--- src/sv/olist_pkg.sv ---
// package for the ordered list block: capacity, derived widths,
// operation and status codes
// no dependencies
package olist_pkg;

  localparam int CAPACITY = 16;
  localparam int IDX_W    = (CAPACITY > 1) ? $clog2(CAPACITY) : 1;
  localparam int CNT_W    = $clog2(CAPACITY + 1);

  localparam int OP_W   = 2;
  localparam int DATA_W = 32;
  localparam int STAT_W = 2;
  localparam int POS_W  = 4;
  localparam int TOT_W  = 5;

  localparam logic [OP_W-1:0] OP_APPEND = 2'd0;
  localparam logic [OP_W-1:0] OP_INSERT = 2'd1;
  localparam logic [OP_W-1:0] OP_DELETE = 2'd2;
  localparam logic [OP_W-1:0] OP_DUMP   = 2'd3;

  localparam logic [STAT_W-1:0] ST_OK        = 2'd0;
  localparam logic [STAT_W-1:0] ST_NOT_FOUND = 2'd1;
  localparam logic [STAT_W-1:0] ST_FULL      = 2'd2;
  localparam logic [STAT_W-1:0] ST_EMPTY     = 2'd3;

endpackage

--- src/sv/ordered_list_insert_delete.sv ---
// ordered list of signed 32-bit values held in one synchronous memory
// depends on olist_pkg

// Keeps up to CAPACITY signed values in order, head at entry 0 of a single
// memory with a registered read. Append writes the tail directly unless
// the list is full and loads its result from the emit state once the output
// register is free. Insert-before-key, delete-by-key and dump walk the
// stored entries one memory read per cycle, a dump only while its output
// is not stalled. A successful insert passes through a tail-write state
// before its result. Insert and delete ripple the entries behind the match
// in the same pass, writing each entry back while the next one is read. A
// dump gives one beat per entry, head first, with last on the final beat,
// and is paced by rsp_stall; an empty list gives one beat with status empty.
// A new request is taken once the previous one has left its final result in
// the output register. Stored entries need no clearing after reset: entries
// at or beyond the count are never read.
module ordered_list_insert_delete (
  input  logic                                   clk,
  input  logic                                   rst,
  input  logic                                   req_valid,
  output logic                                   req_stall,
  input  logic [olist_pkg::OP_W-1:0]             operation,
  input  logic signed [olist_pkg::DATA_W-1:0]    new_value,
  input  logic signed [olist_pkg::DATA_W-1:0]    match_key,
  output logic                                   rsp_valid,
  input  logic                                   rsp_stall,
  output logic [olist_pkg::STAT_W-1:0]           status,
  output logic signed [olist_pkg::DATA_W-1:0]    item_value,
  output logic [olist_pkg::POS_W-1:0]            item_position,
  output logic [olist_pkg::TOT_W-1:0]            entry_count,
  output logic                                   last
);
  import olist_pkg::*;

  localparam logic [1:0] S_IDLE = 2'd0;
  localparam logic [1:0] S_WALK = 2'd1;
  localparam logic [1:0] S_TAIL = 2'd2;
  localparam logic [1:0] S_EMIT = 2'd3;

  logic [1:0]               state;
  logic [CNT_W-1:0]         count;
  logic [OP_W-1:0]          op_q;
  logic signed [DATA_W-1:0] val_q;
  logic signed [DATA_W-1:0] key_q;
  logic [STAT_W-1:0]        res_q;
  logic                     found;
  logic signed [DATA_W-1:0] carry;
  logic [CNT_W-1:0]         raddr;
  logic                     rd_valid;
  logic [IDX_W-1:0]         rd_idx;

  logic signed [DATA_W-1:0] mem [CAPACITY];
  logic signed [DATA_W-1:0] rdata;
  logic                     mem_we;
  logic [IDX_W-1:0]         mem_waddr;
  logic signed [DATA_W-1:0] mem_wdata;

  logic        accept;
  logic        full;
  logic        rsp_free;
  logic        rsp_load;
  logic        proc;
  logic        issue;
  logic        is_last;
  logic        match;
  logic        found_now;
  logic [31:0] pos_ext;
  logic [31:0] cnt_ext;

  assign req_stall = (state != S_IDLE);
  assign accept    = req_valid && !req_stall;
  assign full      = (count == CNT_W'(CAPACITY));
  assign rsp_free  = !rsp_valid || !rsp_stall;
  // a dump beat can only be consumed when the output register is free
  assign proc      = (state == S_WALK) && rd_valid && (op_q != OP_DUMP || rsp_free);
  assign issue     = (state == S_WALK) && (!rd_valid || proc) && (raddr < count);
  assign is_last   = ((CNT_W'(rd_idx) + CNT_W'(1)) == count);
  assign match     = (rdata == key_q);
  assign found_now = found || match;
  assign pos_ext   = 32'(rd_idx);
  assign cnt_ext   = 32'(count);
  assign rsp_load  = (proc && op_q == OP_DUMP) || (state == S_EMIT && rsp_free);

  // write port: tail append, ripple during the walk, final tail of an insert
  // reads run ahead of the write address, so the two never hit one address
  always_comb begin
    mem_we    = 1'b0;
    mem_waddr = count[IDX_W-1:0];
    mem_wdata = carry;
    unique case (state)
      S_IDLE: begin
        if (accept && operation == OP_APPEND && !full) begin
          mem_we    = 1'b1;
          mem_wdata = new_value;
        end
      end
      S_WALK: begin
        if (proc && op_q == OP_INSERT) begin
          mem_waddr = rd_idx;
          if (found) begin
            mem_we = 1'b1;
          end else if (match) begin
            mem_we    = 1'b1;
            mem_wdata = val_q;
          end
        end else if (proc && op_q == OP_DELETE && found) begin
          mem_we    = 1'b1;
          mem_waddr = rd_idx - IDX_W'(1);
          mem_wdata = rdata;
        end
      end
      S_TAIL: begin
        mem_we = 1'b1;
      end
      S_EMIT: begin
        mem_we = 1'b0;
      end
      default: begin
        mem_we = 1'b0;
      end
    endcase
  end

  always_ff @(posedge clk) begin
    if (mem_we) begin
      mem[mem_waddr] <= mem_wdata;
    end
    if (issue) begin
      rdata <= mem[raddr[IDX_W-1:0]];
    end
  end

  always_ff @(posedge clk) begin
    if (rst) begin
      state     <= S_IDLE;
      count     <= '0;
      rd_valid  <= 1'b0;
      found     <= 1'b0;
      raddr     <= '0;
      rsp_valid <= 1'b0;
    end else begin
      if (rsp_load) begin
        rsp_valid <= 1'b1;
      end else if (rsp_free) begin
        rsp_valid <= 1'b0;
      end
      unique case (state)
        S_IDLE: begin
          if (accept) begin
            op_q     <= operation;
            val_q    <= new_value;
            key_q    <= match_key;
            found    <= 1'b0;
            raddr    <= '0;
            rd_valid <= 1'b0;
            unique case (operation)
              OP_APPEND: begin
                if (full) begin
                  res_q <= ST_FULL;
                end else begin
                  count <= count + CNT_W'(1);
                  res_q <= ST_OK;
                end
                state <= S_EMIT;
              end
              OP_INSERT: begin
                if (full) begin
                  res_q <= ST_FULL;
                  state <= S_EMIT;
                end else if (count == '0) begin
                  res_q <= ST_NOT_FOUND;
                  state <= S_EMIT;
                end else begin
                  state <= S_WALK;
                end
              end
              default: begin
                if (count == '0) begin
                  res_q <= ST_EMPTY;
                  state <= S_EMIT;
                end else begin
                  state <= S_WALK;
                end
              end
            endcase
          end
        end
        S_WALK: begin
          if (issue) begin
            raddr    <= raddr + CNT_W'(1);
            rd_idx   <= raddr[IDX_W-1:0];
            rd_valid <= 1'b1;
          end else if (proc) begin
            rd_valid <= 1'b0;
          end
          if (proc) begin
            if (op_q == OP_INSERT && found_now) begin
              found <= 1'b1;
              carry <= rdata;
            end
            if (op_q == OP_DELETE && match) begin
              found <= 1'b1;
            end
            if (op_q == OP_DUMP) begin
              status        <= ST_OK;
              item_value    <= rdata;
              item_position <= pos_ext[POS_W-1:0];
              entry_count   <= cnt_ext[TOT_W-1:0];
              last          <= is_last;
            end
            if (is_last) begin
              priority if (op_q == OP_DUMP) begin
                state <= S_IDLE;
              end else if (!found_now) begin
                res_q <= ST_NOT_FOUND;
                state <= S_EMIT;
              end else if (op_q == OP_INSERT) begin
                state <= S_TAIL;
              end else begin
                count <= count - CNT_W'(1);
                res_q <= ST_OK;
                state <= S_EMIT;
              end
            end
          end
        end
        S_TAIL: begin
          count <= count + CNT_W'(1);
          res_q <= ST_OK;
          state <= S_EMIT;
        end
        S_EMIT: begin
          if (rsp_free) begin
            status        <= res_q;
            item_value    <= '0;
            item_position <= '0;
            entry_count   <= cnt_ext[TOT_W-1:0];
            last          <= 1'b1;
            state         <= S_IDLE;
          end
        end
        default: begin
          state <= S_IDLE;
        end
      endcase
    end
  end

  a_count_bound: assert property (@(posedge clk) disable iff (rst)
    count <= CNT_W'(CAPACITY))
    else $error("entry count above capacity");

  a_accept_leaves_idle: assert property (@(posedge clk) disable iff (rst)
    accept |=> state != S_IDLE)
    else $error("request accepted without starting work");

  a_append_grows: assert property (@(posedge clk) disable iff (rst)
    (accept && operation == OP_APPEND && !full) |=>
      count == CNT_W'($past(count) + CNT_W'(1)))
    else $error("append did not grow the list");

  a_read_in_range: assert property (@(posedge clk) disable iff (rst)
    (state == S_WALK && rd_valid) |-> (CNT_W'(rd_idx) < count))
    else $error("walk read beyond the entry count");

endmodule

--- config.mk ---
export PLATFORM = sky130hd
export DESIGN_NAME = ordered_list_insert_delete
export DESIGN_NICKNAME = d
export VERILOG_FILES = /design/src/sv/olist_pkg.sv /design/src/sv/ordered_list_insert_delete.sv
export SDC_FILE = /design/constraint.sdc
export NUM_CORES = 1
export LEC_CHECK = 0
export BUFFER_PORTS_ARGS = -buffer_cell sky130_fd_sc_hd__buf_4
export CAP_MARGIN = 20
export CORE_UTILIZATION = 58
export CTS_BUF_LIST = sky130_fd_sc_hd__clkbuf_8
export CTS_CLUSTER_DIAMETER = 30
export CTS_CLUSTER_SIZE = 25
export DETAILED_ROUTE_END_ITERATION = 8
export HOLD_SLACK_MARGIN = 0.08
export PLACE_DENSITY = 0.76
export SYNTH_ARGS = -nofsm -noshare
export SYNTH_HDL_FRONTEND = slang
export SYNTH_SLANG_ARGS = --single-unit
export TNS_END_PERCENT = 20
--- constraint.sdc ---
create_clock -name clk -period 11 [get_ports clk]
set_input_delay 2.2 -clock clk [delete_from_list [all_inputs] [get_ports clk]]
set_output_delay 2.2 -clock clk [all_outputs]
set_load 0.03 [all_outputs]
After elaboration in Yosys (flattened, before gate mapping). Memory sizes are Yosys's and may differ from the RTL's. A register that Yosys moved wholly into a read port is not among the register bits. Cells that the tools add are included.

Div/mod/pow operators: 0. $lt $le $gt $ge: 1. Reductions and logical operators: 42. Shifts and indexed selects: 0. Bitwise gates (word level): 1. $add $sub $neg: 5. Multiplexer cells: 82. Multipliers: 0. Equal/unequal tests: 27.

Operator list (number): two-way mux 32 bit (8); one-hot mux 32 bit (2 select lines) (2); two-way mux 5 bit (13); two-way mux 2 bit (20); == test 32 bit (1); two-way mux 4 bit (6); != test 2 bit, second input constant (11); two-way mux 1 bit (20); one-hot mux 5 bit (2 select lines) (2); AND reduction 9 bit (2); one-hot mux 5 bit (3 select lines) (1); logical AND 1 bit (14); one-hot mux 2 bit (2 select lines) (3); AND reduction 3 bit (4); AND reduction 4 bit (3); adder 5 x 1 -> 5 bit, second input constant (2); == test 2 bit, second input constant (4); one-hot mux 2 bit (4 select lines) (1); one-hot mux 4 bit (2 select lines) (1); nonzero test 2 bit (4); == test 2 x 1 -> 1 bit, second input constant (3); != test 3 bit, second input constant (2); one-hot mux 1 bit (2 select lines) (3); one-hot mux 2 bit (3 select lines) (1); 18 further kinds (27).

Bits in read-only memories: 0. RAM bits: 512. Output and inout bits: 46. Latch bits: 0. Input bits: 70. Logic and storage cells: 176. Memories kept: 1. Flip-flop bits (word level): 163.

Memories: mem (depth 16, width 32, read ports 1, clocked after Yosys merged registers in 1, write ports 1, RTL line ordered_list_insert_delete.sv:52) `logic signed [DATA_W-1:0] mem [CAPACITY];`.

Longest topological paths before layout. Gate-level depths: netlist (run 1).

Word-level depth: 11. Mapped depth: 10. Mapped depth without buffers: 9.

Worst setup path after synthesis (run 1). No wires, ideal clock.

Path type: input -> register. Start point: input rst. End point: register entry_count[0] (netlist bit) (enable). Data required time: 10.483 ns. Slack: 4.803 ns. Library setup time: 0.517 ns. Path buffers: 1. Data arrival time: 5.680 ns. Stages: 2. Cell sequence: clkbuf_1 > a221oi_1.

Longest elaborated chain between the ends: 2.

Ends and longest elaborated chain: start: declaration (RTL line ordered_list_insert_delete.sv:19) `input logic rst,`; NOT 1 bit (no line); AND reduction 5 bit (no line); end signal: assignment (RTL line ordered_list_insert_delete.sv:208) `entry_count <= cnt_ext[TOT_W-1:0];`; end signal: assignment (RTL line ordered_list_insert_delete.sv:237) `entry_count <= cnt_ext[TOT_W-1:0];`; end: declaration (RTL line ordered_list_insert_delete.sv:30) `output logic [olist_pkg::TOT_W-1:0] entry_count,`.

Every way passes these cells. A chain may end at the register's enable or synchronous reset.

Worst setup path after layout (run 1).
Start point: input operation[1] (netlist bit). End point: memory mem[12][2] (enable).

Longest elaborated chain between the ends: 7.

Ends and longest elaborated chain: start: declaration (RTL line ordered_list_insert_delete.sv:22) `input logic [olist_pkg::OP_W-1:0] operation,`; zero test 2 bit (RTL line ordered_list_insert_delete.sv:92) `if (accept && operation == OP_APPEND && !full) begin`; logical AND 1 bit (2 in a row) (RTL line ordered_list_insert_delete.sv:92); two-way mux 1 bit (RTL line ordered_list_insert_delete.sv:92); one-hot mux 1 bit (4 select lines) (RTL line ordered_list_insert_delete.sv:90) `unique case (state)`; two-way mux 1 bit (RTL line ordered_list_insert_delete.sv:125) `if (mem_we) begin`; two-way mux 1 bit (implied by the code) (RTL line ordered_list_insert_delete.sv:126) `mem[mem_waddr] <= mem_wdata;`; end: declaration (RTL line ordered_list_insert_delete.sv:52).

Every way passes these cells.

==> metrics.cfg, run 1 <==
[die]
die-width_um = 221
core_area_mm2 = 0.0470
initial_cell_density_of_the_core_pct = 59.4
die_h_um = 221
std_cell_rows = 79
die_area_mm2 = 0.0489
ios = 116

[grt]
grt_antenna_before_repair = 2
grt.overflow.total = 0
grt.total_usage_pct = 26.9
number_of_global_route_vias_before_repair = 14900
grt_pass1_wl_mm = 95.0
grt_start_max_net_pins = 72

[clocking]
clock_latency_ns = 0.72
cts_made_buffers = 113
htreeDepth = 3
cts-resized-gates = 0
postCtsHoldBufs = 0
clock-root-buffer = sky130_fd_sc_hd__clkbuf_8
cts.repair_timing.setup_buffer_count = 0
cts.sinks = 707
max_root_sink_buffers = 3
cts.reportedPaths.clkPinSlew_ns = 0.06
tritoncts_clock_tree = done

[placed_design]
globalplace.congestion = 0.828
port_buffers = 115
place_hpwl_mm = 36.4
post_place_instance_area_mm2 = 0.0297
pre_cts_slack_ns = 5.43

[yosys]
yosysSeqAreaShare_pct = 75.6
post_synth_instance_area_mm2 = 0.0279
nets_in_the_synthesized_netlist = 1448
synth.top_cells.by_area = sky130_fd_sc_hd__edfxtp_1 75%, sky130_fd_sc_hd__mux4_2 13%, sky130_fd_sc_hd__mux2i_1 1.4%
synth_top_area_share_pct = 74.5
synth-warning-count = 0
synth_commonest_cells = 692 x sky130_fd_sc_hd__edfxtp_1, 160 x sky130_fd_sc_hd__mux4_2, 49 x sky130_fd_sc_hd__nand2_1, 47 x sky130_fd_sc_hd__clkbuf_1, 40 x sky130_fd_sc_hd__nor2_1
ys_seq_elements = 707
synth.avg_cell_area_um2 = 20.5
synthCells = 1363
synth_enable_flop_cells = 692
ys_async_sr_fraction_pct = 0
yosys.area.top_type = sky130_fd_sc_hd__edfxtp_1
ys.flop_type = sky130_fd_sc_hd__edfxtp_1
synth_most_common_cell = sky130_fd_sc_hd__edfxtp_1
netlist-cell-type-count = 57

[critical_path]
timing.reg2reg.worst_path_depth = 13
critical_path_at_ns = 5.25
worst-r2r-setup-slack_ns = 6.70
regToRegEndpoint = mem[4][24]
critPathRequiredTime_ns = 11.35
critical_path_class = input port to register
crit_path_end_kind = register
startpoint_kind_of_the_worst_setup_timing_path = input port
rr_startpoint = state[1]
path_max_fanout = 36

[routing]
routed_via_density = 6.43
antenna_violating_nets_post_route = 0
initialDrtViolationCount = 1559
routed_via_count = 14600
remaining_drc_errors = 0
totalWireLength_mm = 64.6
drt-wirelength-per-cell_um = 28.5
dr.pass1.iters = 5

[cells_and_area]
diodes = 0
final_net_count = 1646
flow.area_growth_from_synthesis_pct = 16.7
drive_above_1_share_pct = 32.8
fillers = 2748
finish.instance_area_mm2 = 0.0325

[sta]
fin_worst_skew_ns = 0.0533
fin_tns_setup_ns = 0
final_worst_setup_slack_ns = 6.10
final-max-slew-violation-count = 0
setup-violations-final = 0
fin_hold_ws_ns = 0.490
hold_viol = 0
tightestPinTransition_ns = 1.12
fmax_mhz = 204
final_period_minus_worst_setup_slack_ns = 4.90
fin_crit_sh_pct = 44.5
rsz0062_at_grt = no
timing.max_slew.rel_slack_pct = 25.1

[min_path]
hold_path.class = register to register
min_path_cells = 2
whs_endpoint = raddr[4]
worst_hold_startpoint = raddr[4]

[power]
power_density_mw_per_mm2 = 237
worst_ir_drop_vdd_mv = 0.168
p_leak_uw = 0.0103
power.total_uw = 7730

[outcome]
result_of_the_run = completed

[run]
drv_cap = 0

layer usage:
metal / vias to the layer above / GRT usage, % / routed length (um)
met5: - / 0 / 0
met4: 0 / 8.30 / 1690
met3: 124 / 8.15 / 7080
met2: 881 / 41.9 / 30700
met1: 7514 / 36.9 / 25100
li1: 6066 / - / -
how the worst max path moves through the flow:
stage,from,endpoint,slack (ns),cells past startpoint
2_1_floorplan,rst,entry_count[0],4.80,2
3_3_place_gp,operation[1],mem[0][15],5.56,8
3_5_place_dp,operation[1],mem[12][13],5.43,9
4_1_cts,operation[1],mem[12][27],6.17,9
5_1_grt,operation[1],mem[12][2],5.99,9
6_report,operation[1],mem[12][2],6.10,9
power breakdown:
group          internal [uW]  switching (uW)  total [uW]  leakage, uW
registers               3510             145        3660      0.00639
logic                    435             882        1320      0.00252
clock network           1640            1110        2760      0.00141
worst max-delay path, cell delays in order:
cell and delay (ns):
sky130_fd_sc_hd__buf_4 0.12, sky130_fd_sc_hd__nor2_1 0.17, sky130_fd_sc_hd__a21boi_0 0.32, sky130_fd_sc_hd__nor2b_4 0.20, sky130_fd_sc_hd__buf_4 0.67, sky130_fd_sc_hd__nor2_1 0.16
sky130_fd_sc_hd__a211o_1 0.49, sky130_fd_sc_hd__nor2_4 0.41, sky130_fd_sc_hd__buf_4 0.45
flip-flops by register name, summed over array words and instances (netlist names), 4 cells and up:
signal	count
entry_count	5
carry	32
key_q	32
item_value	32
count	5
mem	512
rd_idx	4
val_q	32
item_position	4
raddr	5
rdata	32
logic make-up after synthesis:
group / Yosys count / synth area share, %
adder cells (fa/ha/maj): 15 / 0.700
AO/OA/AOI/OAI: 136 / 3.64
flip-flops: 707 / 75.6
buffers and inverters: 89 / 1.31
AND/OR/NAND/NOR: 176 / 3.11
multiplexers: 199 / 14.3
XOR/XNOR: 41 / 1.29
cell usage in the layout, fill, tap and decap left out, types with 6 or more instances in the layout:
cell type | Yosys | final
sky130_fd_sc_hd__inv_1 | 18 | 27
sky130_fd_sc_hd__nand3_1 | 8 | 8
sky130_fd_sc_hd__bufinv_16 | 0 | 27
sky130_fd_sc_hd__mux4_2 | 160 | 160
sky130_fd_sc_hd__nand4_1 | 10 | 10
sky130_fd_sc_hd__nor2_1 | 40 | 21
sky130_fd_sc_hd__o21ai_0 | 39 | 39
sky130_fd_sc_hd__buf_4 | 2 | 151
sky130_fd_sc_hd__nor2b_1 | 35 | 34
sky130_fd_sc_hd__clkinv_4 | 0 | 7
sky130_fd_sc_hd__clkinv_2 | 0 | 13
sky130_fd_sc_hd__edfxtp_1 | 692 | 692
sky130_fd_sc_hd__a21oi_1 | 15 | 15
sky130_fd_sc_hd__clkinvlp_4 | 0 | 17
sky130_fd_sc_hd__inv_6 | 0 | 8
sky130_fd_sc_hd__a221o_1 | 33 | 33
sky130_fd_sc_hd__nor2_4 | 0 | 19
sky130_fd_sc_hd__dfxtp_1 | 15 | 11
sky130_fd_sc_hd__clkbuf_8 | 0 | 114
sky130_fd_sc_hd__a21o_1 | 6 | 6
sky130_fd_sc_hd__clkinv_1 | 0 | 17
sky130_fd_sc_hd__mux2i_1 | 39 | 39
sky130_fd_sc_hd__ha_1 | 14 | 13
sky130_fd_sc_hd__nand2_1 | 49 | 49
sky130_fd_sc_hd__nand2b_1 | 6 | 6
sky130_fd_sc_hd__xnor2_1 | 39 | 39
per-stage QoR:
step	utilization [%]	cells
floorplan	-	1363
global placement	63.2	2050
detailed placement	63.2	2051
CTS	69.3	2266
global route	69.3	2268
finish	69.3	2268
layout make-up:
type	instances	area [um^2]	share of cell area [%]
clock buffer	114	1570	4.82
clock inverter	101	1280	3.92
inverter	18	67.6	0.208
multi-input combinational	567	6630	20.4
sequential	707	21100	64.8
tap	607	759	2.33
timing repair buffer	154	1150	3.55
Note: power is estimated with default switching activity, not from simulation.
==> inputs of run 2 (changes only) <==
--- a/config.mk
+++ b/config.mk
@@ -13,7 +13,7 @@
 export CTS_CLUSTER_SIZE = 25
 export DETAILED_ROUTE_END_ITERATION = 8
 export HOLD_SLACK_MARGIN = 0.08
-export PLACE_DENSITY = 0.76
+export PLACE_DENSITY = 0.79
 export SYNTH_ARGS = -nofsm -noshare
 export SYNTH_HDL_FRONTEND = slang
 export SYNTH_SLANG_ARGS = --single-unit
==> constraint.sdc (replaced) <==
create_clock -name clk -period 4.05 [get_ports clk]
set_input_delay 0.81 -clock clk [delete_from_list [all_inputs] [get_ports clk]]
set_output_delay 0.81 -clock clk [all_outputs]
set_load 0.03 [all_outputs]
==> metrics.cfg, run 2 (synthesis gave the netlist of run 1 again) <==
[routing]
drt-wirelength-per-cell_um = 29.8
initialDrtViolationCount = 1924
routed_via_count = 15100
totalWireLength_mm = 68.3
routed_via_density = 6.58
dr.pass1.iters = 5
antenna_violating_nets_post_route = 0
remaining_drc_errors = 0

[clocking]
cts-resized-gates = 0
postCtsHoldBufs = 0
cts.sinks = 707
htreeDepth = 3
tritoncts_clock_tree = done
cts_made_buffers = 120
max_root_sink_buffers = 3
clock-root-buffer = sky130_fd_sc_hd__clkbuf_8
clock_latency_ns = 0.73
cts.repair_timing.setup_buffer_count = 0
cts.reportedPaths.clkPinSlew_ns = 0.07

[critical_path]
crit_path_end_kind = register
critPathRequiredTime_ns = 4.43
cp_cell_sequence = xnor2_1 > nand4_1 > nor4_1 > buf_4 > nand3_1 > o311ai_1 > o21ai_4 > buf_12 > a221o_1
path_max_fanout = 19
critical_path_at_ns = 4.01
critical_path_class = register to register
timing.critical_path.slowest_stage_cell = sky130_fd_sc_hd__a221o_1
cpPeakStageDelay_ns = 0.58
startpoint_kind_of_the_worst_setup_timing_path = register

[outcome]
result_of_the_run = completed

[run]
drv_cap = 0

[placed_design]
pre_cts_slack_ns = 0.453
cell_total_after_placement = 2068
place_hpwl_mm = 38.1
port_buffers = 115
globalplace.congestion = 0.828

[grt]
grt.total_usage_pct = 28.7
grt.overflow.total = 0
number_of_global_route_vias_before_repair = 15300
grt_antenna_before_repair = 0
grt_start_max_net_pins = 133
grt_pass1_wl_mm = 100

[cells_and_area]
largest-register = mem
drive_above_1_share_pct = 33.9
flow.area_growth_from_synthesis_pct = 17.4
final_common_cell = sky130_fd_sc_hd__edfxtp_1
diodes = 0
largest_reg_flops = 512
fillers = 2703
final_net_count = 1669
mostFrequentLayoutCells = 692 x sky130_fd_sc_hd__edfxtp_1, 160 x sky130_fd_sc_hd__mux4_2, 151 x sky130_fd_sc_hd__buf_4
stdcell_count = 2297

[sta]
fmax_mhz = 275
tightestPinTransition_ns = 1.00
hold_viol = 0
final-max-slew-violation-count = 0
final_worst_setup_slack_ns = 0.420
fin_crit_sh_pct = 89.6
setup-violations-final = 0
timing.max_slew.rel_slack_pct = 33.2
fin_hold_ws_ns = 0.256
fin_worst_skew_ns = 0.0424
fin_tns_setup_ns = 0
final_period_minus_worst_setup_slack_ns = 3.63
rsz0062_at_grt = no

[die]
die_h_um = 221
die_area_mm2 = 0.0489
ios = 116
initial_cell_density_of_the_core_pct = 59.4
core_area_mm2 = 0.0470
std_cell_rows = 79
die-width_um = 221

[power]
power_switching_share_pct = 28.9
pwr-share-seq_pct = 48.0
worst_ir_drop_vdd_mv = 0.385
p_leak_uw = 0.0104
cell_internal_pwr_uw = 14600
switching_power_uw = 5940
power.total_uw = 20500
power.combinational.fraction_pct = 18.2
power_density_mw_per_mm2 = 628
clock_power_share_pct = 33.8

[min_path]
hold_path.class = input port to register

[run 2: worst paths after layout]
kind            startpoint         to  slack [ns]  cells past startpoint
max              rdata[17]  mem[0][9]        0.42                      9
min reg2reg       raddr[4]   raddr[4]        0.49                      2
max reg2reg      rdata[17]  mem[0][9]        0.42                      9
min          match_key[30]  key_q[30]        0.26                      1
[run 2: final cells by class]
type	instances	area (um^2)	area share, %
clock buffers	123	1690	5.17
repair buffers	170	1500	4.58
well taps	607	759	2.32
inverters	18	67.6	0.206
multi-input cells	567	6620	20.2
clock inverters	105	993	3.04
flip-flops and latches	707	21100	64.4
[run 2: critical path, delay by kind of cell (launching register included)]
family / cells / cell delay [ns]
buffers and inverters: 2 / 0.46
flip-flops: 1 / 0.51
AO/OA/AOI/OAI: 3 / 1.41
XOR/XNOR: 1 / 0.23
AND/OR/NAND/NOR: 3 / 0.69
[run 2: power groups by stage]
stage | clock (uW) | sequential, uW | combinational, uW
detailed placement | 0 | 10000 | 3690
floorplan | 0 | 9890 | 2320
finish | 6940 | 9870 | 3730
CTS | 7000 | 9860 | 3700
global route | 7340 | 9900 | 3980
global placement | 0 | 9990 | 3540
[run 2: layer usage]
metal | routed length (um) | up-vias | part of all wire, % | global-route usage, %
met5 | 0 | - | 0 | 0
met4 | 2100 | 0 | 3.1 | 11.1
met3 | 8440 | 154 | 12 | 6.28
met2 | 32500 | 1117 | 48 | 44.4
met1 | 25300 | 7727 | 37 | 40.4
li1 | - | 6118 | - | -
[run 2: metrics by stage]
stage	utilization, %	instance area (um^2)
floorplan	-	27900
global placement	64.0	30000
detailed placement	64.0	30000
CTS	69.7	32700
global route	69.7	32700
finish	69.7	32700
